**config.mk**
```make
export PLATFORM = sky130hd
export DESIGN_NAME = pcg32_random_generator_top_flat
export DESIGN_NICKNAME = d
export VERILOG_FILES = /design/src/sv/pcg_pkg.sv /design/src/sv/pcg_req_if.sv /design/src/sv/pcg_rsp_if.sv /design/src/sv/pcg32_random_generator_top.sv /design/src/sv/pcg_front.sv /design/src/sv/pcg_cmd_fifo.sv /design/src/sv/pcg_back.sv /design/src/flat_wrapper.sv
export SDC_FILE = /design/constraint.sdc
export NUM_CORES = 2
export LEC_CHECK = 0
export ABC_AREA = 1
export ABC_CLOCK_PERIOD_IN_PS = 11700
export BUFFER_PORTS_ARGS = -buffer_cell sky130_fd_sc_hd__buf_2
export CAP_MARGIN = 20
export CORE_ASPECT_RATIO = 1.5
export CORE_MARGIN = 2
export CORE_UTILIZATION = 62
export DETAILED_ROUTE_END_ITERATION = 16
export GPL_TIMING_DRIVEN = 0
export MAX_ROUTING_LAYER = met4
export PLACE_DENSITY = 0.82
export SYNTH_ARGS = -nofsm -noshare
export SYNTH_HDL_FRONTEND = slang
export SYNTH_SLANG_ARGS = --single-unit
export TNS_END_PERCENT = 30
```
**constraint.sdc**
```tcl
create_clock -name clock -period 11.7 [get_ports clock]
set_clock_uncertainty 0.1 [all_clocks]
set_input_delay 1.755 -clock clock [delete_from_list [all_inputs] [get_ports clock]]
set_output_delay 1.755 -clock clock [all_outputs]
set_load 0.02 [all_outputs]
```
**src/sv/pcg_pkg.sv**
```systemverilog
// Shared types, constants and the output permutation of the PCG32 generator.
`timescale 1ns / 1ps

package pcg_pkg;

   localparam int unsigned KIND_WIDTH      = 2;
   localparam int unsigned SEED_WIDTH      = 64;
   localparam int unsigned STREAM_WIDTH    = 63;
   localparam int unsigned VALUE_WIDTH     = 53;
   localparam int unsigned STATE_WIDTH     = 64;
   localparam int unsigned WORD_WIDTH      = 32;
   localparam int unsigned CMD_QUEUE_DEPTH = 2;

   localparam logic [STATE_WIDTH-1:0] PCG_MULTIPLIER = 64'd6364136223846793005;
   localparam int unsigned XSH_SHIFT = 18;
   localparam int unsigned XSH_TAKE  = 27;
   localparam int unsigned ROT_LSB   = 59;

   typedef enum logic [KIND_WIDTH-1:0] {
      KIND_SEED   = 2'd0,
      KIND_DRAW32 = 2'd1,
      KIND_DRAW53 = 2'd2
   } kind_type;

   typedef struct packed {
      kind_type                  kind;
      logic [SEED_WIDTH-1:0]     seed_value;
      logic [STREAM_WIDTH-1:0]   stream_select;
   } cmd_type;

   // XSH-RR output: xorshift, keep 32 bits, rotate right by the top five state bits.
   function automatic logic [WORD_WIDTH-1:0] pcg_permute(input logic [STATE_WIDTH-1:0] prior);
      logic [STATE_WIDTH-1:0]  mixed_wide;
      logic [WORD_WIDTH-1:0]   mixed;
      logic [4:0]              turn;
      logic [2*WORD_WIDTH-1:0] doubled;
      mixed_wide = (prior >> XSH_SHIFT) ^ prior;
      mixed      = mixed_wide[XSH_TAKE +: WORD_WIDTH];
      turn       = prior[ROT_LSB +: 5];
      doubled    = {mixed, mixed} >> turn;
      return doubled[WORD_WIDTH-1:0];
   endfunction

endpackage

```
**src/sv/pcg_req_if.sv**
```systemverilog
// Request channel interface: valid/ready handshake carrying one generator command.
`timescale 1ns / 1ps

interface pcg_req_if;
   import pcg_pkg::*;

   logic                    valid;
   logic                    ready;
   logic [KIND_WIDTH-1:0]   kind;
   logic [SEED_WIDTH-1:0]   seed_value;
   logic [STREAM_WIDTH-1:0] stream_select;

   modport source (output valid, output kind, output seed_value, output stream_select,
                   input ready);
   modport sink   (input valid, input kind, input seed_value, input stream_select,
                   output ready);
endinterface

```
**src/sv/pcg_rsp_if.sv**
```systemverilog
// Response channel interface: valid/ready handshake carrying one random value.
`timescale 1ns / 1ps

interface pcg_rsp_if;
   import pcg_pkg::*;

   logic                   valid;
   logic                   ready;
   logic [VALUE_WIDTH-1:0] random_value;

   modport source (output valid, output random_value, input ready);
   modport sink   (input valid, input random_value, output ready);
endinterface

```
**src/sv/pcg32_random_generator_top.sv**
```systemverilog
// PCG32 (XSH-RR, 64-bit state) random generator top level.
//
// Requests arrive on req_chan as beats of kind, seed_value and stream_select.
// A seed beat restarts the generator on a new stream and gives no response;
// a draw32 beat returns one 32-bit word; a draw53 beat returns a 53-bit
// fraction numerator built from two words. Unused kind codes are accepted
// and dropped. Results leave on rsp_chan as random_value beats.
// The front end places commands in a two-entry queue, so requests are taken
// while the core is busy or a response waits. Each state advance runs
// through one split 64-bit multiply in the phases MUL1 and MUL2, after
// the command is taken from the queue in IDLE; a seed or draw32 advances
// the state once, a draw53 twice. If the receiver stalls, the finished
// response stays in the output register; the core finishes its next
// draw command and waits with that result. Synchronous reset empties
// the queue, drops any pending response and returns the generator to
// state 0 with increment 1.
`timescale 1ns / 1ps

module pcg32_random_generator_top #(
   parameter int unsigned QUEUE_DEPTH = pcg_pkg::CMD_QUEUE_DEPTH
) (
   input  logic      clock,
   input  logic      reset,
   pcg_req_if.sink   req_chan,
   pcg_rsp_if.source rsp_chan
);
   import pcg_pkg::*;

   logic    push;
   cmd_type push_data;
   logic    queue_full;
   logic    pop;
   cmd_type pop_data;
   logic    queue_empty;

   pcg_front u_front (
      .req_chan   (req_chan),
      .queue_full (queue_full),
      .push       (push),
      .push_data  (push_data)
   );

   pcg_cmd_fifo #(
      .DEPTH (QUEUE_DEPTH)
   ) u_cmd_fifo (
      .clock     (clock),
      .reset     (reset),
      .push      (push),
      .push_data (push_data),
      .full      (queue_full),
      .pop       (pop),
      .pop_data  (pop_data),
      .empty     (queue_empty)
   );

   pcg_back u_back (
      .clock       (clock),
      .reset       (reset),
      .queue_empty (queue_empty),
      .pop_data    (pop_data),
      .pop         (pop),
      .rsp_chan    (rsp_chan)
   );

endmodule

```
**src/sv/pcg_front.sv**
```systemverilog
// Front end: takes request beats, decodes the kind and pushes real commands to the queue.
`timescale 1ns / 1ps

module pcg_front (
   pcg_req_if.sink         req_chan,
   input  logic            queue_full,
   output logic            push,
   output pcg_pkg::cmd_type push_data
);
   import pcg_pkg::*;

   logic known_kind;

   assign req_chan.ready = !queue_full;

   always_comb begin
      known_kind = 1'b1;
      push_data.kind = KIND_DRAW32;
      unique case (req_chan.kind)
         KIND_SEED:   push_data.kind = KIND_SEED;
         KIND_DRAW32: push_data.kind = KIND_DRAW32;
         KIND_DRAW53: push_data.kind = KIND_DRAW53;
         default:     known_kind = 1'b0;
      endcase
      push_data.seed_value    = req_chan.seed_value;
      push_data.stream_select = req_chan.stream_select;
   end

   // The unused kind is taken off the channel but never reaches the back end.
   assign push = req_chan.valid && req_chan.ready && known_kind;

endmodule

```
**src/sv/pcg_cmd_fifo.sv**
```systemverilog
// Short command queue between the front end and the generator core.
`timescale 1ns / 1ps

module pcg_cmd_fifo #(
   parameter int unsigned DEPTH = pcg_pkg::CMD_QUEUE_DEPTH
) (
   input  logic             clock,
   input  logic             reset,
   input  logic             push,
   input  pcg_pkg::cmd_type push_data,
   output logic             full,
   input  logic             pop,
   output pcg_pkg::cmd_type pop_data,
   output logic             empty
);
   import pcg_pkg::*;

   localparam int unsigned PTR_WIDTH   = (DEPTH > 1) ? $clog2(DEPTH) : 1;
   localparam int unsigned COUNT_WIDTH = $clog2(DEPTH + 1);

   cmd_type                entry_ff [DEPTH];
   logic [PTR_WIDTH-1:0]   wr_ptr_ff, wr_ptr_in;
   logic [PTR_WIDTH-1:0]   rd_ptr_ff, rd_ptr_in;
   logic [COUNT_WIDTH-1:0] count_ff, count_in;

   function automatic logic [PTR_WIDTH-1:0] ptr_step(input logic [PTR_WIDTH-1:0] ptr);
      return (ptr == PTR_WIDTH'(DEPTH - 1)) ? '0 : ptr + 1'b1;
   endfunction

   assign full     = (count_ff == COUNT_WIDTH'(DEPTH));
   assign empty    = (count_ff == '0);
   assign pop_data = entry_ff[rd_ptr_ff];

   always_comb begin
      wr_ptr_in = push ? ptr_step(wr_ptr_ff) : wr_ptr_ff;
      rd_ptr_in = pop  ? ptr_step(rd_ptr_ff) : rd_ptr_ff;
      count_in  = count_ff;
      if (push && !pop) begin
         count_in = count_ff + 1'b1;
      end else if (pop && !push) begin
         count_in = count_ff - 1'b1;
      end
   end

   always_ff @(posedge clock) begin
      if (reset) begin
         wr_ptr_ff <= '0;
         rd_ptr_ff <= '0;
         count_ff  <= '0;
      end else begin
         wr_ptr_ff <= wr_ptr_in;
         rd_ptr_ff <= rd_ptr_in;
         count_ff  <= count_in;
      end
   end

   always_ff @(posedge clock) begin
      if (push) begin
         entry_ff[wr_ptr_ff] <= push_data;
      end
   end

`ifndef SYNTHESIS
   a_no_push_when_full: assert property (@(posedge clock) disable iff (reset)
      !(push && full && !pop)) else $error("command queue overrun");

   a_no_pop_when_empty: assert property (@(posedge clock) disable iff (reset)
      !(pop && empty)) else $error("command queue underrun");

   a_count_bounded: assert property (@(posedge clock) disable iff (reset)
      count_ff <= COUNT_WIDTH'(DEPTH)) else $error("command queue count out of range");
`endif

endmodule

```
**src/sv/pcg_back.sv**
```systemverilog
// Generator core: holds the LCG state, runs the split 64-bit multiply and builds results.
`timescale 1ns / 1ps

module pcg_back (
   input  logic             clock,
   input  logic             reset,
   input  logic             queue_empty,
   input  pcg_pkg::cmd_type pop_data,
   output logic             pop,
   pcg_rsp_if.source        rsp_chan
);
   import pcg_pkg::*;

   localparam int unsigned HALF = STATE_WIDTH / 2;
   localparam logic [HALF-1:0] MULT_LO = PCG_MULTIPLIER[HALF-1:0];
   localparam logic [HALF-1:0] MULT_HI = PCG_MULTIPLIER[STATE_WIDTH-1:HALF];

   typedef enum logic [1:0] {
      S_IDLE,
      S_MUL1,
      S_MUL2,
      S_HOLD
   } phase_type;

   phase_type              phase_ff, phase_in;
   logic [STATE_WIDTH-1:0] lcg_state_ff, lcg_state_in;
   logic [STATE_WIDTH-1:0] lcg_increment_ff, lcg_increment_in;
   logic [1:0]             adv_left_ff, adv_left_in;
   logic                   emit_ff, emit_in;
   logic                   wide_ff, wide_in;
   logic [STATE_WIDTH-1:0] prod_lo_ff, prod_lo_in;
   logic [HALF-1:0]        cross_ff, cross_in;
   logic [WORD_WIDTH-1:0]  word_ff, word_in;
   logic [26:0]            upper_ff, upper_in;
   logic                   rsp_valid_ff, rsp_valid_in;
   logic [VALUE_WIDTH-1:0] rsp_value_ff, rsp_value_in;

   logic                   out_free;
   logic                   out_load;
   logic [STREAM_WIDTH:0]  new_increment;
   logic [WORD_WIDTH-1:0]  permuted;
   logic [STATE_WIDTH-1:0] lo_product;
   logic [HALF-1:0]        hi_cross;
   logic [HALF-1:0]        lo_cross;
   logic [STATE_WIDTH-1:0] next_state;
   logic [VALUE_WIDTH-1:0] result;

   assign rsp_chan.valid        = rsp_valid_ff;
   assign rsp_chan.random_value = rsp_value_ff;

   assign out_free      = !rsp_valid_ff || rsp_chan.ready;
   assign new_increment = {pop_data.stream_select, 1'b1};
   assign permuted      = pcg_permute(lcg_state_ff);

   // The 64x64 product modulo 2^64 is split over MUL1 and MUL2: the full low
   // partial product and one truncated cross term in MUL1, the other cross
   // term and the final sum in MUL2.
   assign lo_product = STATE_WIDTH'(lcg_state_ff[HALF-1:0]) * STATE_WIDTH'(MULT_LO);
   assign hi_cross   = HALF'(lcg_state_ff[STATE_WIDTH-1:HALF] * MULT_LO);
   assign lo_cross   = HALF'(lcg_state_ff[HALF-1:0] * MULT_HI);
   assign next_state = prod_lo_ff + {cross_ff + lo_cross, {HALF{1'b0}}} + lcg_increment_ff;

   assign result = wide_ff ? {upper_ff, word_ff[WORD_WIDTH-1:6]} : VALUE_WIDTH'(word_ff);

   always_comb begin
      phase_in         = phase_ff;
      lcg_state_in     = lcg_state_ff;
      lcg_increment_in = lcg_increment_ff;
      adv_left_in      = adv_left_ff;
      emit_in          = emit_ff;
      wide_in          = wide_ff;
      prod_lo_in       = prod_lo_ff;
      cross_in         = cross_ff;
      word_in          = word_ff;
      upper_in         = upper_ff;
      rsp_valid_in     = rsp_valid_ff;
      rsp_value_in     = rsp_value_ff;
      pop              = 1'b0;
      out_load         = 1'b0;

      if (rsp_valid_ff && rsp_chan.ready) begin
         rsp_valid_in = 1'b0;
      end

      unique case (phase_ff)
         S_IDLE: begin
            if (!queue_empty) begin
               pop      = 1'b1;
               phase_in = S_MUL1;
               unique case (pop_data.kind)
                  KIND_SEED: begin
                     // Clearing the state and advancing once leaves just the increment.
                     lcg_increment_in = new_increment;
                     lcg_state_in     = new_increment + pop_data.seed_value;
                     adv_left_in      = 2'd1;
                     emit_in          = 1'b0;
                     wide_in          = 1'b0;
                  end
                  KIND_DRAW53: begin
                     adv_left_in = 2'd2;
                     emit_in     = 1'b1;
                     wide_in     = 1'b1;
                  end
                  default: begin
                     adv_left_in = 2'd1;
                     emit_in     = 1'b1;
                     wide_in     = 1'b0;
                  end
               endcase
            end
         end
         S_MUL1: begin
            prod_lo_in = lo_product;
            cross_in   = hi_cross;
            word_in    = permuted;
            if (adv_left_ff == 2'd2) begin
               upper_in = permuted[WORD_WIDTH-1:5];
            end
            phase_in = S_MUL2;
         end
         S_MUL2: begin
            lcg_state_in = next_state;
            adv_left_in  = adv_left_ff - 1'b1;
            if (adv_left_ff != 2'd1) begin
               phase_in = S_MUL1;
            end else if (!emit_ff) begin
               phase_in = S_IDLE;
            end else if (out_free) begin
               out_load = 1'b1;
               phase_in = S_IDLE;
            end else begin
               phase_in = S_HOLD;
            end
         end
         S_HOLD: begin
            if (out_free) begin
               out_load = 1'b1;
               phase_in = S_IDLE;
            end
         end
         default: phase_in = S_IDLE;
      endcase

      if (out_load) begin
         rsp_valid_in = 1'b1;
         rsp_value_in = result;
      end
   end

   always_ff @(posedge clock) begin
      if (reset) begin
         phase_ff         <= S_IDLE;
         lcg_state_ff     <= '0;
         lcg_increment_ff <= STATE_WIDTH'(1);
         adv_left_ff      <= '0;
         emit_ff          <= 1'b0;
         wide_ff          <= 1'b0;
         rsp_valid_ff     <= 1'b0;
      end else begin
         phase_ff         <= phase_in;
         lcg_state_ff     <= lcg_state_in;
         lcg_increment_ff <= lcg_increment_in;
         adv_left_ff      <= adv_left_in;
         emit_ff          <= emit_in;
         wide_ff          <= wide_in;
         rsp_valid_ff     <= rsp_valid_in;
      end
      prod_lo_ff   <= prod_lo_in;
      cross_ff     <= cross_in;
      word_ff      <= word_in;
      upper_ff     <= upper_in;
      rsp_value_ff <= rsp_value_in;
   end

`ifndef SYNTHESIS
   a_increment_odd: assert property (@(posedge clock) disable iff (reset)
      lcg_increment_ff[0]) else $error("LCG increment became even");

   a_mul_has_work: assert property (@(posedge clock) disable iff (reset)
      (phase_ff == S_MUL1) |-> (adv_left_ff == 2'd1 || adv_left_ff == 2'd2))
      else $error("multiply phase entered with no advance pending");

   a_hold_only_when_blocked: assert property (@(posedge clock) disable iff (reset)
      (phase_ff == S_HOLD) |-> (emit_ff && rsp_valid_ff))
      else $error("result held without a pending beat");

   a_pop_starts_multiply: assert property (@(posedge clock) disable iff (reset)
      pop |=> (phase_ff == S_MUL1)) else $error("command popped but core did not start");
`endif

endmodule
```
**src/flat_wrapper.sv**
```systemverilog
// flat-port wrapper written by rule: the top's interface ports become plain ports
module pcg32_random_generator_top_flat import pcg_pkg::*;
#(
   parameter int unsigned QUEUE_DEPTH = pcg_pkg::CMD_QUEUE_DEPTH
)
  (clock, reset, req_chan_valid, req_chan_kind, req_chan_seed_value, req_chan_stream_select, req_chan_ready, rsp_chan_valid, rsp_chan_random_value, rsp_chan_ready);
  pcg_req_if req_chan_i ();
  pcg_rsp_if rsp_chan_i ();
  input  logic clock;
  input  logic reset;
  input wire logic [$bits(req_chan_i.valid)-1:0] req_chan_valid;
  input wire logic [$bits(req_chan_i.kind)-1:0] req_chan_kind;
  input wire logic [$bits(req_chan_i.seed_value)-1:0] req_chan_seed_value;
  input wire logic [$bits(req_chan_i.stream_select)-1:0] req_chan_stream_select;
  output wire logic [$bits(req_chan_i.ready)-1:0] req_chan_ready;
  output wire logic [$bits(rsp_chan_i.valid)-1:0] rsp_chan_valid;
  output wire logic [$bits(rsp_chan_i.random_value)-1:0] rsp_chan_random_value;
  input wire logic [$bits(rsp_chan_i.ready)-1:0] rsp_chan_ready;
  assign req_chan_i.valid = req_chan_valid;
  assign req_chan_i.kind = req_chan_kind;
  assign req_chan_i.seed_value = req_chan_seed_value;
  assign req_chan_i.stream_select = req_chan_stream_select;
  assign req_chan_ready = req_chan_i.ready;
  assign rsp_chan_valid = rsp_chan_i.valid;
  assign rsp_chan_random_value = rsp_chan_i.random_value;
  assign rsp_chan_i.ready = rsp_chan_ready;
  pcg32_random_generator_top #(.QUEUE_DEPTH(QUEUE_DEPTH)) u_core (.clock(clock), .reset(reset), .req_chan(req_chan_i), .rsp_chan(rsp_chan_i));
endmodule
```
==> results.sh <==
export IMPL_endpoint="u_core.u_back.lcg_state_ff[63]"
export IMPL_post_cts_buffers=0
export IMPL_rrSetupSlack_ps=-6
export IMPL_synth_warnings=0
export IMPL_place_congestion=1.18
export IMPL_fillers=8756
export IMPL_ys_top_cells_by_count="inv_1 (1784), nand2_1 (1526), fa_1 (872), ha_1 (870), a21oi_1 (469)"
export IMPL_synth_area_per_cell_um2=8.77
export IMPL_period_share_pct=100
export IMPL_drv_cap=0
export IMPL_die_h_um=415
export IMPL_antenna_found_initial=28
export IMPL_yosys_area_top_type="fa_1"
export IMPL_drc=0
export IMPL_dieArea_mm2=0.115
export IMPL_cts_resized=0
export IMPL_cts_root_buffer="clkbuf_16"
export IMPL_grtUsageMet1_pct=48.4
export IMPL_layout_nets=10100
export IMPL_viasPerCell=6.22
export IMPL_clkTransAtPathRegs_ps=70
export IMPL_final_layout_size_suffix_gt1_share_pct=5.04
export IMPL_drt_iter0_markers=6677
export IMPL_firstDrtPassIters=9
export IMPL_htreeDepth=2
export IMPL_wirelength_um=295000
export IMPL_grt_busiest_layer="met2"
export IMPL_yosys_most_used_dff="edfxtp_1"
export IMPL_cts_tree="built"
export IMPL_synth_seq_cells=604
export IMPL_fin_hold_ws_ps=380
export IMPL_worst_slack_ps=-6.16
export IMPL_numCtsBuffers=59
export IMPL_yosysMostFrequentCell="inv_1"
export IMPL_dpl_instance_area_mm2=0.0731
export IMPL_critPathRequiredTime_ps=12250
export IMPL_start_kind="flip-flop"
export IMPL_slew_headroom_pct=9.63
export IMPL_path_max_fanout=14
export IMPL_die_x_um=278
export IMPL_crit_type="reg2reg"
export IMPL_wl_per_cell_um=30.2
export IMPL_start_util_pct=62.6
export IMPL_num_rows=150
export IMPL_ys_types=60
export IMPL_clock_path_buffers=3
export IMPL_hold_path_class="reg2reg"
export IMPL_hold_violations=0
export IMPL_arrival_ps=12260
export IMPL_ys_top_cells_by_area="fa_1 (25%), edfxtp_1 (20%), ha_1 (16%)"
export IMPL_min_period_ps=11710
export IMPL_cpPeakStageDelay_ps=1170
export IMPL_post_route_util_pct=67.8
export IMPL_reg2reg_depth=33
export IMPL_cp_common_cell="fa_1"
export IMPL_syn_inst=7961
export IMPL_clk_latency_ps=740
export IMPL_syn_to_final_growth_pct=8.33
export IMPL_max_freq_mhz=85.4
export IMPL_worst_r2r_endpoint="u_core.u_back.lcg_state_ff[63]"
export IMPL_reg2reg_from="u_core.u_back.lcg_state_ff[15]"
export IMPL_final_area_mm2=0.0756
export IMPL_violations="setup timing"
export IMPL_grtUsageTotal_pct=53.2
export IMPL_syn_nets=9836
export IMPL_hpwl_um=239000
export IMPL_grt_pass1_vias=64400
export IMPL_grt_use_met3_pct=15.7
export IMPL_worstMarginPinSlew_ps=1340
export IMPL_rsz0062_at_grt="no"
export IMPL_yosysSeqAreaShare_pct=24.0
export IMPL_route_vias_total=60800
export IMPL_synth_top_area_share_pct=25.0
export IMPL_status="complete, but fails checks"
export IMPL_core_area_mm2=0.111
export IMPL_grt_max_degree=93
export IMPL_cp_slowest_cell="dfxtp_1"
export IMPL_grt_ovfl_total=0
export IMPL_grt_use_met2_pct=83.5
export IMPL_ios=188
export IMPL_setup_viol=1
export IMPL_holdBufCountCts=0
export IMPL_crit_start="u_core.u_back.lcg_state_ff[15]"
export IMPL_synth_edf_count=465
export IMPL_endpoint_kind="flip-flop"
export IMPL_cts_sinks=604
export IMPL_ant_nets=0
export IMPL_synthArstFlopShare_pct=0
export IMPL_syn_area_mm2=0.0698
export IMPL_grt_pass1_wl_um=421000
export IMPL_port_buffers=187
export IMPL_slew_violations=0
sequential cells by signal (all words and copies together) (netlist names), named ones only:
signal	cells
u_core.u_cmd_fifo.wr_ptr_ff	1
u_core.u_cmd_fifo.count_ff	2
u_core.u_back.lcg_increment_ff	63
u_core.u_cmd_fifo.rd_ptr_ff	1
u_core.u_cmd_fifo.entry_ff	258
u_core.u_back.wide_ff	1
u_core.u_back.prod_lo_ff	63
u_core.u_back.upper_ff	27
u_core.u_back.lcg_state_ff	64
u_core.u_back.rsp_chan.random_value	53
u_core.u_back.rsp_chan.valid	1
u_core.u_back.word_ff	32
u_core.u_back.adv_left_ff	2
u_core.u_back.cross_ff	32
u_core.u_back.emit_ff	1
u_core.u_back.phase_ff	2
routing by layer:
layer / vias up / wire length [um]
li1: 25800 / -
met2: 4332 / 135000
met3: 2075 / 30200
met4: 0 / 45600
met1: 28600 / 84600
met5: - / 0
kinds of logic (layout without fill, tap and decap cells):
kind of cell | count (synthesis) | in the layout | share of synthesized area (%)
buffers and inverters | 1913 | 2258 | 10.4
xor gates and xnor gates | 197 | 197 | 2.47
other | 0 | 30 | 0
muxes | 23 | 23 | 0.337
adders and majority gates | 1742 | 1742 | 40.6
DFF | 604 | 604 | 24.0
and+or+nand+nor | 2411 | 2411 | 14.0
AOI/OAI and AO/OA | 1071 | 1071 | 8.23
how the worst min path moves through the flow:
stage | start | end | slack (ps) | cells past startpoint
after floorplan | u_core.u_cmd_fifo.rd_ptr_ff | flip-flop | 330 | 1
after global placement | u_core.u_cmd_fifo.rd_ptr_ff | u_core.u_cmd_fifo.rd_ptr_ff | 340 | 1
after detailed placement | u_core.u_cmd_fifo.rd_ptr_ff | u_core.u_cmd_fifo.rd_ptr_ff | 360 | 1
after CTS | u_core.u_cmd_fifo.rd_ptr_ff | u_core.u_cmd_fifo.rd_ptr_ff | 370 | 1
after global routing | u_core.u_cmd_fifo.rd_ptr_ff | u_core.u_cmd_fifo.rd_ptr_ff | 390 | 1
final | u_core.u_back.lcg_increment_ff[27] | u_core.u_back.lcg_increment_ff[27] | 380 | 2
final cells by class:
| type | count | area (um2) | area share, % |
|---|---|---|---|
| tap | 1444 | 1810 | 2.39 |
| clock inverter | 42 | 523 | 0.692 |
| antenna | 30 | 75.1 | 0.0993 |
| multi-input combinational | 5444 | 45900 | 60.7 |
| inverter | 1790 | 6720 | 8.89 |
| timing repair buffer | 238 | 1840 | 2.44 |
| buffer | 123 | 514 | 0.680 |
| clock buffer | 65 | 1500 | 1.98 |
| sequential | 604 | 16700 | 22.2 |
cell usage in the layout, fill, tap and decap left out, types with 14 or more instances in the layout:
master / instances
dfxtp_1: 138
mux2i_1: 19
a31oi_1: 41
xnor2_1: 78
edfxtp_1: 465
buf_16: 14
buf_1: 18
nor4_1: 18
clkbuf_1: 85
ha_1: 870
diode_2: 30
inv_1: 1783
o21bai_1: 31
nor2_1: 465
a21oi_1: 466
nand4_1: 50
buf_2: 206
nor3_1: 32
or2_2: 15
nand3_1: 261
clkbuf_16: 59
nand2_1: 1526
a21o_1: 21
o21ai_0: 442
xor2_1: 117
fa_1: 872
metrics by stage:
step	TNS (ps)	instances	setup slack, ps
floorplan	0	7961	3510
global placement	0	9592	797
detailed placement	0	9620	703
CTS	0	9727	660
global route	0	9776	11.4
finish	-6.16	9780	-6.16
worst max-delay path: cells and delay by family, from the launching register on:
family / cells / cell delay (ps)
xor+xnor: 1 / 1010
flops: 1 / 1170
fa+ha+maj: 11 / 5740
compound gates: 5 / 1120
buf+inv: 5 / 490
simple gates: 11 / 1940
Power is not shown: default switching activity piles up to over one toggle a cycle in this logic, so the estimate is an artifact.
